==> src/rtl/ipv4p_pkg.sv <==
// shared types and constants for the dotted-decimal ipv4 parser
package ipv4p_pkg;

  // character codes
  localparam logic [7:0] CHAR_NUL  = 8'h00;
  localparam logic [7:0] CHAR_DOT  = 8'h2E;
  localparam logic [7:0] CHAR_ZERO = 8'h30;
  localparam logic [7:0] CHAR_NINE = 8'h39;

  // octet limits
  localparam logic [8:0]  OCTET_LIMIT     = 9'd256;
  localparam logic [11:0] OCTET_LIMIT_EXT = 12'd256;
  localparam logic [1:0]  LAST_OCTET      = 2'd3;

  // bit count masks
  localparam logic [31:0] NIBBLE_MASK_3 = 32'h7777_7777;
  localparam logic [31:0] BYTE_MASK_LOW = 32'h0F0F_0F0F;

  // finished string record handed from front to back
  typedef struct packed {
    logic [31:0] address;
    logic        parsed;
    logic        exact;
  } rec_t;

  // number of set bits in a 32-bit word, nibble sums then byte tree
  function automatic logic [5:0] count_ones(input logic [31:0] v);
    logic [31:0] n;
    logic [31:0] m;
    logic [31:0] b;
    logic [5:0]  s;
    n = (v >> 1) & NIBBLE_MASK_3;
    m = v - n;
    n = (n >> 1) & NIBBLE_MASK_3;
    m = m - n;
    n = (n >> 1) & NIBBLE_MASK_3;
    m = m - n;
    b = (m + (m >> 4)) & BYTE_MASK_LOW;
    s = 6'(b[7:0]) + 6'(b[15:8]) + 6'(b[23:16]) + 6'(b[31:24]);
    return s;
  endfunction

endpackage

==> src/rtl/ipv4p_front.sv <==
// character scanner: builds octets and closes out a record on the last character
module ipv4p_front (
  input  logic              clk,
  input  logic              rst_n,
  input  logic              acc,
  input  logic [7:0]        character,
  input  logic              last,
  output ipv4p_pkg::rec_t   rec
);

  logic [1:0]  idx_r, idx_nxt;
  logic [8:0]  ov_r, ov_nxt;
  logic        ds_r, ds_nxt;
  logic [31:0] acc_r, acc_nxt;
  logic        fail_r, fail_nxt;
  logic        cmp_r, cmp_nxt;
  logic        trl_r, trl_nxt;
  logic        term_r, term_nxt;

  logic        is_digit;
  logic        close_ok;
  logic [11:0] prod;
  logic [8:0]  sat;
  logic        fin_ok;
  logic        fin_fail;
  logic        fin_cmp;
  logic [31:0] fin_acc;
  logic        parsed;

  // digit accumulate with sticky saturation
  always_comb begin
    is_digit = (character >= ipv4p_pkg::CHAR_ZERO) && (character <= ipv4p_pkg::CHAR_NINE);
    close_ok = ds_r && (ov_r < ipv4p_pkg::OCTET_LIMIT);
    prod     = ({3'b000, ov_r} << 3) + ({3'b000, ov_r} << 1)
               + {8'h00, 4'(character - ipv4p_pkg::CHAR_ZERO)};
    sat      = (prod > ipv4p_pkg::OCTET_LIMIT_EXT) ? ipv4p_pkg::OCTET_LIMIT : prod[8:0];
  end

  // per character state update
  always_comb begin
    idx_nxt  = idx_r;
    ov_nxt   = ov_r;
    ds_nxt   = ds_r;
    acc_nxt  = acc_r;
    fail_nxt = fail_r;
    cmp_nxt  = cmp_r;
    trl_nxt  = trl_r;
    term_nxt = term_r;
    if (!(term_r || fail_r)) begin
      if (character == ipv4p_pkg::CHAR_NUL) begin
        term_nxt = 1'b1;
      end else if (cmp_r) begin
        trl_nxt = 1'b1;
      end else if (is_digit) begin
        ov_nxt = sat;
        ds_nxt = 1'b1;
      end else if (idx_r != ipv4p_pkg::LAST_OCTET) begin
        if ((character == ipv4p_pkg::CHAR_DOT) && close_ok) begin
          acc_nxt = {acc_r[23:0], ov_r[7:0]};
          ov_nxt  = '0;
          ds_nxt  = 1'b0;
          idx_nxt = idx_r + 2'd1;
        end else begin
          fail_nxt = 1'b1;
        end
      end else if (close_ok) begin
        acc_nxt = {acc_r[23:0], ov_r[7:0]};
        ov_nxt  = '0;
        ds_nxt  = 1'b0;
        cmp_nxt = 1'b1;
        trl_nxt = 1'b1;
      end else begin
        fail_nxt = 1'b1;
      end
    end
  end

  // end of string: close a pending fourth octet and form the record
  always_comb begin
    fin_ok   = ds_nxt && (ov_nxt < ipv4p_pkg::OCTET_LIMIT);
    fin_fail = fail_nxt;
    fin_cmp  = cmp_nxt;
    fin_acc  = acc_nxt;
    if (!fail_nxt && !cmp_nxt && (idx_nxt == ipv4p_pkg::LAST_OCTET)) begin
      if (fin_ok) begin
        fin_cmp = 1'b1;
        fin_acc = {acc_nxt[23:0], ov_nxt[7:0]};
      end else begin
        fin_fail = 1'b1;
      end
    end
    parsed      = !fin_fail && fin_cmp;
    rec.parsed  = parsed;
    rec.exact   = parsed && !trl_nxt;
    rec.address = parsed ? fin_acc : 32'h0;
  end

  // scanner state, cleared after every string
  always_ff @(posedge clk) begin
    if (!rst_n || (acc && last)) begin
      idx_r  <= '0;
      ov_r   <= '0;
      ds_r   <= 1'b0;
      acc_r  <= '0;
      fail_r <= 1'b0;
      cmp_r  <= 1'b0;
      trl_r  <= 1'b0;
      term_r <= 1'b0;
    end else if (acc) begin
      idx_r  <= idx_nxt;
      ov_r   <= ov_nxt;
      ds_r   <= ds_nxt;
      acc_r  <= acc_nxt;
      fail_r <= fail_nxt;
      cmp_r  <= cmp_nxt;
      trl_r  <= trl_nxt;
      term_r <= term_nxt;
    end
  end

endmodule

==> src/rtl/ipv4p_queue.sv <==
// short record queue between scanner and result stage
module ipv4p_queue #(
  parameter int DEPTH = 2
) (
  input  logic            clk,
  input  logic            rst_n,
  input  logic            push,
  input  ipv4p_pkg::rec_t push_rec,
  output logic            full,
  input  logic            pop,
  output logic            not_empty,
  output ipv4p_pkg::rec_t pop_rec
);

  localparam int PtrW = (DEPTH > 1) ? $clog2(DEPTH) : 1;
  localparam int CntW = $clog2(DEPTH + 1);

  ipv4p_pkg::rec_t mem [DEPTH];
  logic [PtrW-1:0] wr_ptr_r, wr_ptr_nxt;
  logic [PtrW-1:0] rd_ptr_r, rd_ptr_nxt;
  logic [CntW-1:0] cnt_r, cnt_nxt;

  // pointer and fill count
  always_comb begin
    wr_ptr_nxt = wr_ptr_r;
    rd_ptr_nxt = rd_ptr_r;
    cnt_nxt    = cnt_r;
    if (push) begin
      wr_ptr_nxt = (wr_ptr_r == PtrW'(DEPTH - 1)) ? '0 : wr_ptr_r + PtrW'(1);
    end
    if (pop) begin
      rd_ptr_nxt = (rd_ptr_r == PtrW'(DEPTH - 1)) ? '0 : rd_ptr_r + PtrW'(1);
    end
    if (push && !pop) begin
      cnt_nxt = cnt_r + CntW'(1);
    end else if (pop && !push) begin
      cnt_nxt = cnt_r - CntW'(1);
    end
  end

  always_ff @(posedge clk) begin
    if (!rst_n) begin
      wr_ptr_r <= '0;
      rd_ptr_r <= '0;
      cnt_r    <= '0;
    end else begin
      wr_ptr_r <= wr_ptr_nxt;
      rd_ptr_r <= rd_ptr_nxt;
      cnt_r    <= cnt_nxt;
    end
  end

  // storage
  always_ff @(posedge clk) begin
    if (push) begin
      mem[wr_ptr_r] <= push_rec;
    end
  end

  assign full      = (cnt_r == CntW'(DEPTH));
  assign not_empty = (cnt_r != '0);
  assign pop_rec   = mem[rd_ptr_r];

endmodule

==> src/rtl/ipv4p_back.sv <==
// result stage: bit count, mask check and output register
module ipv4p_back (
  input  logic            clk,
  input  logic            rst_n,
  input  logic            q_valid,
  input  ipv4p_pkg::rec_t q_rec,
  output logic            q_pop,
  output logic            out_valid,
  input  logic            out_ready,
  output logic [31:0]     out_address,
  output logic            out_parsed,
  output logic            out_exact,
  output logic [5:0]      out_ones_count,
  output logic            out_low_ones_mask
);

  logic        valid_r;
  logic [31:0] addr_r;
  logic        parsed_r;
  logic        exact_r;
  logic [5:0]  ones_r;
  logic        mask_r;
  logic        mask_nxt;
  logic [5:0]  ones_nxt;

  // take a record whenever the output register is free or draining
  assign q_pop = q_valid && (!valid_r || out_ready);

  always_comb begin
    ones_nxt = ipv4p_pkg::count_ones(q_rec.address);
    mask_nxt = q_rec.exact && ((q_rec.address & (q_rec.address + 32'd1)) == 32'h0);
  end

  // output valid
  always_ff @(posedge clk) begin
    if (!rst_n) begin
      valid_r <= 1'b0;
    end else if (q_pop) begin
      valid_r <= 1'b1;
    end else if (out_ready) begin
      valid_r <= 1'b0;
    end
  end

  // output payload
  always_ff @(posedge clk) begin
    if (q_pop) begin
      addr_r   <= q_rec.address;
      parsed_r <= q_rec.parsed;
      exact_r  <= q_rec.exact;
      ones_r   <= ones_nxt;
      mask_r   <= mask_nxt;
    end
  end

  assign out_valid         = valid_r;
  assign out_address       = addr_r;
  assign out_parsed        = parsed_r;
  assign out_exact         = exact_r;
  assign out_ones_count    = ones_r;
  assign out_low_ones_mask = mask_r;

endmodule

==> src/rtl/ipv4_dotted_decimal_parser.sv <==
// dotted-decimal ipv4 parser, one text character per transaction
// throughput: one character per cycle; the scanner only stalls when the record queue is full
// a finished record is written to the record queue, then to the output register that drives out_valid
// the record queue (QUEUE_DEPTH entries) lets the scanner run while a result waits
// reset (rst_n low, synchronous) clears scanner state, queue and output valid
module ipv4_dotted_decimal_parser #(
  parameter int QUEUE_DEPTH = 2
) (
  input  logic        clk,
  input  logic        rst_n,
  input  logic        in_valid,
  output logic        in_ready,
  input  logic [7:0]  in_character,
  input  logic        in_last,
  output logic        out_valid,
  input  logic        out_ready,
  output logic [31:0] out_address,
  output logic        out_parsed,
  output logic        out_exact,
  output logic [5:0]  out_ones_count,
  output logic        out_low_ones_mask
);

  logic            in_acc;
  logic            q_full;
  logic            q_valid;
  logic            q_pop;
  ipv4p_pkg::rec_t front_rec;
  ipv4p_pkg::rec_t q_rec;

  // input transaction
  assign in_ready = !q_full;
  assign in_acc   = in_valid && in_ready;

  ipv4p_front u_front (
    .clk       (clk),
    .rst_n     (rst_n),
    .acc       (in_acc),
    .character (in_character),
    .last      (in_last),
    .rec       (front_rec)
  );

  ipv4p_queue #(
    .DEPTH (QUEUE_DEPTH)
  ) u_queue (
    .clk       (clk),
    .rst_n     (rst_n),
    .push      (in_acc && in_last),
    .push_rec  (front_rec),
    .full      (q_full),
    .pop       (q_pop),
    .not_empty (q_valid),
    .pop_rec   (q_rec)
  );

  ipv4p_back u_back (
    .clk               (clk),
    .rst_n             (rst_n),
    .q_valid           (q_valid),
    .q_rec             (q_rec),
    .q_pop             (q_pop),
    .out_valid         (out_valid),
    .out_ready         (out_ready),
    .out_address       (out_address),
    .out_parsed        (out_parsed),
    .out_exact         (out_exact),
    .out_ones_count    (out_ones_count),
    .out_low_ones_mask (out_low_ones_mask)
  );

endmodule
==> config.mk <==
export PLATFORM = sky130hd
export DESIGN_NAME = ipv4_dotted_decimal_parser
export DESIGN_NICKNAME = d
export VERILOG_FILES = /design/src/rtl/ipv4p_pkg.sv /design/src/rtl/ipv4p_front.sv /design/src/rtl/ipv4p_queue.sv /design/src/rtl/ipv4p_back.sv /design/src/rtl/ipv4_dotted_decimal_parser.sv
export SDC_FILE = /design/constraint.sdc
export NUM_CORES = 1
export LEC_CHECK = 0
export ABC_AREA = 1
export BUFFER_PORTS_ARGS = -buffer_cell sky130_fd_sc_hd__buf_2
export CORE_MARGIN = 1.5
export CORE_UTILIZATION = 45
export CTS_CLUSTER_SIZE = 25
export DETAILED_ROUTE_END_ITERATION = 10
export GPL_TIMING_DRIVEN = 0
export HOLD_SLACK_MARGIN = 0.12
export PLACE_DENSITY = 0.74
export REMOVE_ABC_BUFFERS = 1
export SLEW_MARGIN = 30
export SYNTH_ARGS = -nofsm -noshare
export SYNTH_HDL_FRONTEND = slang
export SYNTH_SLANG_ARGS = --single-unit
==> constraint.sdc <==
create_clock -name clk -period 5.97 [get_ports clk]
set_input_delay 0.597 -clock clk [delete_from_list [all_inputs] [get_ports clk]]
set_output_delay 0.597 -clock clk [all_outputs]
set_load 0.01 [all_outputs]
# After elaboration in Yosys (flattened, before gate mapping)
# Memories as Yosys holds them, arrays and structs flattened. A register that Yosys moved wholly into a read port is not among the register bits.
# Cells that the tools add are included.
# op_classes
n_addsub	16
n_lt_le_gt_ge	5
eq_ne	4
muxes	64
n_bitwise	2
n_reduce_logical	32
# ops
op	n
32-bit 2-to-1 mux	10
9-bit 2-to-1 mux	8
1-bit 2-to-1 mux	38
32-bit by 1-bit adder with 32-bit output (second input constant)	1
32-bit bitwise AND	1
32-bit zero test	1
32-bit by 29-bit subtractor with 32-bit output	1
32-bit by 30-bit subtractor with 32-bit output	1
32-bit by 31-bit subtractor with 32-bit output	1
28-bit adder	1
9-bit < comparator (second input constant)	2
2-bit 2-to-1 mux	8
1-bit logical AND	14
12-bit by 10-bit adder with 12-bit output	1
12-bit by 4-bit adder with 12-bit output	1
6-bit by 4-bit adder with 6-bit output	2
12-bit by 9-bit > comparator with 1-bit output (second input constant)	1
1-bit zero test	9
8-bit by 6-bit == test with 1-bit output (second input constant)	1
8-bit by 6-bit greater-or-equal comparator with 1-bit output (second input constant)	1
8-bit by 6-bit <= comparator with 1-bit output (second input constant)	1
8-bit zero test	1
2-bit nonzero test	3
4-bit by 4-bit adder with 5-bit output	1
other kinds (9)	14
# word_totals
regBits	94
mem_bits_rw	68
output_inout_bits	43
elab_cells	141
memories	1
# memory_table
name	depth	word_bits	rd	rd_ports_with_merged_regs	wr	line_no	rtl
u_queue.mem	2	34	1	1	1	ipv4p_queue.sv:18	ipv4p_pkg::rec_t mem [DEPTH];

# Logic depth before layout (Yosys ltp)
# Gate-level depths: netlist of the first run.
# logic_depth
word_depth	16
mapped_depth	38

# Cells and area by module
# Synthesis of the first run repeated with hierarchy kept, for this count alone.
# hier_totals
hier_cells	1744
area_unflattened_um2	13640.6
# modules_own_cells
module	n_inst	cells_each	area_per_inst_um2	seq_area_each_um2
ipv4p_back	1	896	6618.8	1251.2
ipv4p_front	1	702	4161.5	960.9
ipv4p_queue	1	141	2836.5	2142.1
ipv4_dotted_decimal_parser	1	5	23.8	0.0

# Worst setup path after synthesis of the first run
# OpenSTA, ideal clock, no wires.
# synth_timing
kind	reg-to-reg
start	register with a tool-made name
end	register u_back.ones_r[4] (netlist: u_back.out_ones_count[4]), data pin
arrival_time_ns	5.921
path_slack_ns	-0.209
path_stages_with_launch	36
n_path_buf	3
cell_sequence	dfxtp_1 -> buf_2 -> buf_2 -> clkbuf_1 -> o21a_1 -> inv_1 -> ha_1 -> fa_1 -> inv_1 -> ha_1 -> nand2_1 -> inv_1 -> nand2_1 -> nand2_1 -> inv_1 -> nand2_1 -> a21boi_0 -> o21ai_0 -> a21boi_0 -> o21ai_0 -> xor2_1 -> ha_1 -> a21oi_1 -> o21bai_1 -> a21o_1 -> nand2_1 -> o311ai_0 -> o21ba_2 -> nand3b_1 -> nand2_1 -> fa_1 -> inv_1 -> ha_1 -> a21oi_1 -> nand2_1 -> xor2_1
# synth_rtl
element	line_no	rtl
to (signal assigned)	ipv4p_back.sv:51	ones_r <= ones_nxt;
to (decl)	ipv4p_back.sv:21	logic [5:0] ones_r;

==> run_results.csv, run 1 <==
group,metric,value,unit
outcome,status,"complete, but fails checks",
outcome,failed_checks,"negative setup slack",
synth,yosysSeqAreaShare,35.7,%
critical_path,worstPathRequired,6.16,ns
min_path,holdPathEnd,"u_back.out_valid",
run,cap_violations,0,
layout,n_antenna_cell,0,
synth,synth_area,12200,µm²
detailed_routing,drt_first_pass_iters,5,
critical_path,worst_path_max_delay_cell,"fa_1",
sta,slew_headroom,41.1,%
synth,synthCells,1594,
layout,register_area,4360,µm²
place,io_buffers,55,
critical_path,critPathMaxStageDelay,0.53,ns
critical_path,endpoint_kind,"flip-flop",
synth,synth_cell_types,48,
synth,yosysWarnings,0,
global_route,grt_max_degree,68,
sta,clock-skew-final,0.0102,ns
layout,nets,1849,
floorplan,die-area,28100,µm²
critical_path,worstReg2RegEnd,"u_back.out_ones_count[5]",
clocking,clk_pin_slew,0.07,ns
detailed_routing,post_drt_wl_per_cell,14.6,µm
clocking,cts_hold_buf,0,
critical_path,arrival,6.31,ns
critical_path,cp_top_family,"adder cells",
clocking,worstSkewPairLatency,0.43,ns
critical_path,path_class,"flip-flop to flip-flop",
layout,fillers,2344,
synth,synth_enable_flop_cells,109,
sta,finalCritPeriodShare,103,%
sta,worst_pin_slew,0.878,ns
floorplan,die_x,168,µm
place,post-place-ws,-1.84,ns
clocking,cts_made_buffers,17,
synth,dominantRegCellSynth,"edfxtp_1",
min_path,hp-class,"input port to flip-flop",
layout,area_growth_syn_to_layout,20.7,%
detailed_routing,drc,0,
layout,multi_input_area,7140,µm²
floorplan,core,26800,µm²
clocking,cts_sinks,163,
min_path,min_from,"rst_n",
layout,final_layout_size_suffix_gt1_share,19.6,%
synth,synth.area.top_cells,"edfxtp_1 27%, ha_1 11%, nand2_1 10%",
min_path,holdPathStages,2,
place,place_congestion,0.865,
floorplan,initial_core_util,45.5,%
floorplan,ios,56,
floorplan,die_y,168,µm
critical_path,rrSetupSlack,-0.15,ns
clocking,clockBufferDepth,2,
sta,final_max_slew_viol_count,0,
detailed_routing,viasPerCell,5.25,
critical_path,critPathBufInv,7,
clocking,tritoncts,"yes",
global_route,grtUsageTotal,21.0,%
detailed_routing,drt-initial-drc-count,970,
detailed_routing,wirelength,30000,µm
global_route,grt-ovfl-total,0,
sta,grt_setup_unrepaired,"true",
synth,yosys_register_bits,163,
synth,synth_top_area_share,26.9,%
critical_path,worst_setup_path_start_kind,"flip-flop",
sta,fin_ws,-0.150,ns
clocking,htree_levels,4,
global_route,grt_pass1_vias,10300,
synth,async_reset_ff_share,0,%
synth,synth_area_per_cell,7.65,µm²
global_route,antenna_found_initial,0,
critical_path,r2r.worst_path.cells,31,
global_route,grt_pass1_wl,48100,µm
sta,finalSetupViolCount,4,
critical_path,cpMostUsedCell,"nand2_1",
clocking,cts_root_buf,"clkbuf_16",
sta,timing.fmax,163,MHz
floorplan,rows,60,
critical_path,crit_fanout,7,
sta,fin_crit,6.12,ns
detailed_routing,vias,10800,
detailed_routing,antenna_left,0,
synth,yosysTopAreaCell,"edfxtp_1",
sta,hold_violations,0,
place,hpwl,20200,µm
-- Yosys cell counts, types with 5 or more instances --
| cell | instances |
|---|---|
| nand2_1 | 332 |
| inv_1 | 329 |
| o21ai_0 | 124 |
| nor2_1 | 122 |
| edfxtp_1 | 109 |
| ha_1 | 104 |
| a21oi_1 | 95 |
| nand3_1 | 66 |
| dfxtp_1 | 54 |
| nand4_1 | 35 |
| xor2_1 | 31 |
| fa_1 | 28 |
| clkbuf_1 | 25 |
| o211ai_1 | 18 |
| or2_2 | 15 |
| buf_2 | 14 |
| xnor2_1 | 10 |
| o22ai_1 | 9 |
| nor3_1 | 8 |
| nand3b_1 | 6 |
| o21bai_1 | 6 |
| o21a_1 | 5 |
-- what timing repair did --
action / 4_1_cts / 5_1_grt
setup endpoints to repair: 6 / 5
resized for setup: 132 / 61
pin swaps: 53 / 60
buffers inserted: 49 / 24
cloned: 1 / 0
-- cells by family (layout without fill, tap and decap cells) --
kind of cell    Yosys count  in the layout  synth area share [%]
fa+ha+maj               132            132                  15.3
simple gates            601            601                  21.4
xor+xnor                 41             41                  2.95
buf+inv                 375            498                  11.9
compound gates          282            282                  12.8
flops                   163            163                  35.7
-- flip-flops by register name (all words and copies together) (netlist names), 2 cells and up, named ones only --
signal                 cells
u_back.out_address        32
u_back.out_ones_count      6
u_front.acc_r             32
u_front.idx_r              2
u_front.ov_r               9
u_queue.cnt_r              2
u_queue.mem               68
-- placed cells by master, fill, tap and decap left out, types with 4 or more instances in the layout --
| master | count |
|---|---|
| a21o_1 | 4 |
| a21oi_1 | 72 |
| a21oi_2 | 22 |
| buf_16 | 4 |
| buf_2 | 55 |
| buf_4 | 69 |
| buf_6 | 4 |
| clkbuf_16 | 18 |
| clkinvlp_4 | 4 |
| dfxtp_1 | 53 |
| edfxtp_1 | 109 |
| fa_1 | 23 |
| fa_2 | 5 |
| ha_1 | 85 |
| ha_4 | 16 |
| inv_1 | 313 |
| inv_2 | 17 |
| inv_4 | 4 |
| nand2_1 | 312 |
| nand2_2 | 20 |
| nand3_1 | 62 |
| nand3_2 | 4 |
| nand3b_1 | 6 |
| nand4_1 | 35 |
| nor2_1 | 113 |
| nor2_2 | 5 |
| nor2_4 | 5 |
| nor3_1 | 5 |
| nor3_2 | 6 |
| o211ai_1 | 18 |
| o21ai_0 | 98 |
| o21ai_1 | 10 |
| o21ai_2 | 13 |
| o21ai_4 | 7 |
| o21bai_1 | 5 |
| o22ai_1 | 9 |
| or2_2 | 12 |
| xnor2_1 | 8 |
| xor2_1 | 26 |
| xor2_2 | 4 |
-- layout make-up --
| cell class | instances | share of cell area [%] |
|---|---|---|
| multi-input cells | 1056 | 48.5 |
| flip-flops and latches | 163 | 29.6 |
| inverters | 331 | 8.48 |
| repair buffers | 134 | 6.69 |
| clock buffers | 20 | 3.18 |
| well taps | 341 | 2.90 |
| clock inverters | 12 | 0.519 |
| repair inverters | 1 | 0.0511 |
-- per-stage QoR --
step,TNS [ns],cell area (µm²),utilization [%],instances,hold WS [ns]
after floorplan,-4.39,12000,-,1550,0.422
after global placement,-12.69,12700,47.3,1946,0.432
after detailed placement,-9.16,12900,48.0,1952,0.442
after CTS,-0.0329,14200,53.1,2034,0.433
after global routing,-1.47,14700,54.9,2058,0.449
final,-0.448,14700,54.9,2058,0.443
-- worst max path at each step --
stage | end | slack, ns | cells after the start
final | u_back.out_ones_count[5] | -0.15 | 31
after global routing | u_back.out_ones_count[3] | -0.40 | 33
after CTS | u_back.out_ones_count[4] | -0.02 | 34
after detailed placement | u_back.out_ones_count[4] | -1.84 | 28
after global placement | u_back.out_ones_count[4] | -2.45 | 28
after floorplan | u_back.out_ones_count[4] | -1.04 | 34
-- per-layer routing --
metal	share of wire, %	up-vias	track usage, %
met5	0	-	0
met4	2.9	0	7.01
met3	3.6	71	2.95
met2	52	305	39.3
met1	41	5059	24.6
li1	-	5366	-
Power of run 1 is not shown: default switching activity piles up to over one toggle a cycle in this logic, so the estimate is an artifact.
==> run 2, diff against run 1 <==
GPL_TIMING_DRIVEN = 1   (was 0)
TNS_END_PERCENT = 20   (was not set)
==> run 2 against run 1 <==
Against the previous run: sequential cell count unchanged; register-to-register slack better by 0.24 ns; clock-buffer cell count down 1; sequential share of layout area is 0.25 points lower; the flow now finishes without violations; die area is the same; via count fell by 1.0%; first-iteration DRC count down 24%; cell count increased by 2.3%.
==> run_results.csv, run 2 (synthesis gave the netlist of run 1 again) <==
group,metric,value,unit
critical_path,path_class,"flip-flop to flip-flop",
clocking,cts_root_buf,"clkbuf_16",
layout,n_antenna_cell,0,
detailed_routing,post_drt_wl_per_cell,13.7,µm
detailed_routing,vias,10700,
place,dpl_cell_area,13500,µm²
sta,grt_setup_unrepaired,"true",
clocking,tritoncts,"yes",
sta,fin_ws,0.0922,ns
critical_path,critPathMaxStageDelay,0.54,ns
global_route,grt_max_degree,66,
critical_path,r2r.worst_path.cells,30,
clocking,worstSkewPairLatency,0.44,ns
sta,timing.fmax,170,MHz
detailed_routing,drt-initial-drc-count,740,
layout,final_layout_size_suffix_gt1_share,19.8,%
sta,finalCritPeriodShare,98.5,%
sta,final_max_slew_viol_count,0,
sta,holdWs,0.448,ns
sta,hold_violations,0,
sta,fin_crit,5.88,ns
floorplan,die_y,168,µm
critical_path,worstPathRequired,6.17,ns
min_path,holdPathStages,2,
critical_path,worst_setup_path_start_kind,"flip-flop",
critical_path,endpoint_kind,"flip-flop",
floorplan,rows,60,
layout,regMostFlops,"u_queue.mem",
critical_path,crit_fanout,8,
layout,nets,1896,
layout,mostFrequentLayoutCells,"323 x nand2_1, 316 x inv_1, 118 x buf_4",
layout,area_growth_syn_to_layout,21.6,%
critical_path,arrival,6.08,ns
floorplan,die-area,28100,µm²
place,post-place-ws,-0.219,ns
detailed_routing,drc,0,
sta,clock-skew-final,0.0143,ns
clocking,htree_levels,4,
global_route,grt-ovfl-total,0,
detailed_routing,antenna_left,0,
min_path,hp-class,"input port to flip-flop",
global_route,antenna_found_initial,0,
layout,fillers,2351,
global_route,grt_pass1_vias,10100,
run,cap_violations,0,
place,place_congestion,0.891,
outcome,status,"completed",
global_route,grtUsageTotal,20.0,%
global_route,grt_pass1_wl,46000,µm
layout,final_common_cell,"nand2_1",
clocking,cts_made_buffers,17,
critical_path,cpMostUsedCell,"fa_2",
detailed_routing,viasPerCell,5.08,
floorplan,initial_core_util,45.5,%
critical_path,worst_path_max_delay_cell,"fa_1",
floorplan,core,26800,µm²
place,hpwl,21300,µm
detailed_routing,drt_first_pass_iters,5,
floorplan,die_x,168,µm
detailed_routing,wirelength,28900,µm
clocking,cts_sinks,163,
sta,slew_headroom,36.7,%
floorplan,ios,56,
sta,worst_pin_slew,0.944,ns
clocking,clockBufferDepth,2,
sta,finalSetupViolCount,0,
layout,largest_register_ffs,68,
layout,design_area,14800,µm²
layout,fin_util,55.3,%
clocking,clk_pin_slew,0.07,ns
place,io_buffers,55,
[run 2: cell types whose count changed in the layout (fill, tap and decap cells not counted), sizes merged]
cell and delta:
bufinv +3, clkinvlp -1, inv -5, buf +47, clkinv +3
[run 2: worst paths after layout]
| check | start | end | slack (ns) |
|---|---|---|---|
| setup / recovery | flip-flop | u_back.out_ones_count[3] | 0.09 |
| hold / removal | rst_n | u_back.out_valid | 0.45 |
| setup reg to reg | flip-flop | u_back.out_ones_count[3] | 0.09 |
| hold reg to reg | u_queue.rd_ptr_r | u_queue.rd_ptr_r | 0.45 |
[run 2: per-layer routing]
layer	wire length (µm)	part of all wire, %	track usage (%)
met5	0	0	0
met4	780	2.7	8.11
met3	935	3.2	2.74
met2	15100	52	37.0
met1	12100	42	23.3
[run 2: repair_timing]
item	4_1_cts	5_1_grt
pin swaps	4	52
hold buffers	0	0
setup buffers	0	13
resized for setup	26	125
hold endpoints to repair	0	0
setup endpoints to repair	4	4
[run 2: critical path, delay by kind of cell, from the launching register on]
| kind | cells | cell delay [ns] |
|---|---|---|
| adder cells (fa/ha/maj) | 9 | 2.81 |
| buffers and inverters | 9 | 0.80 |
| AO/OA/AOI/OAI | 4 | 0.66 |
| AND/OR/NAND/NOR | 5 | 0.52 |
| XOR/XNOR | 3 | 0.46 |
| flip-flops | 1 | 0.37 |
[run 2: cell type report]
| cell class | count | area [µm²] | share of cell area (%) |
|---|---|---|---|
| multi-input cells | 1056 | 6940 | 46.8 |
| well taps | 341 | 427 | 2.88 |
| clock inverters | 13 | 155 | 1.05 |
| flip-flops and latches | 163 | 4360 | 29.4 |
| inverters | 331 | 1240 | 8.38 |
| clock buffers | 19 | 443 | 2.99 |
| repair buffers | 182 | 1260 | 8.53 |
[run 2: metrics by stage]
step | setup TNS, ns | instances
6_report | 0 | 2105
5_1_grt | -0.850 | 2105
4_1_cts | -0.0803 | 2091
3_5_place_dp | -0.726 | 2059
3_3_place_gp | -0.262 | 2059
2_1_floorplan | -4.39 | 1550
Power of run 2 is left out for the same reason.
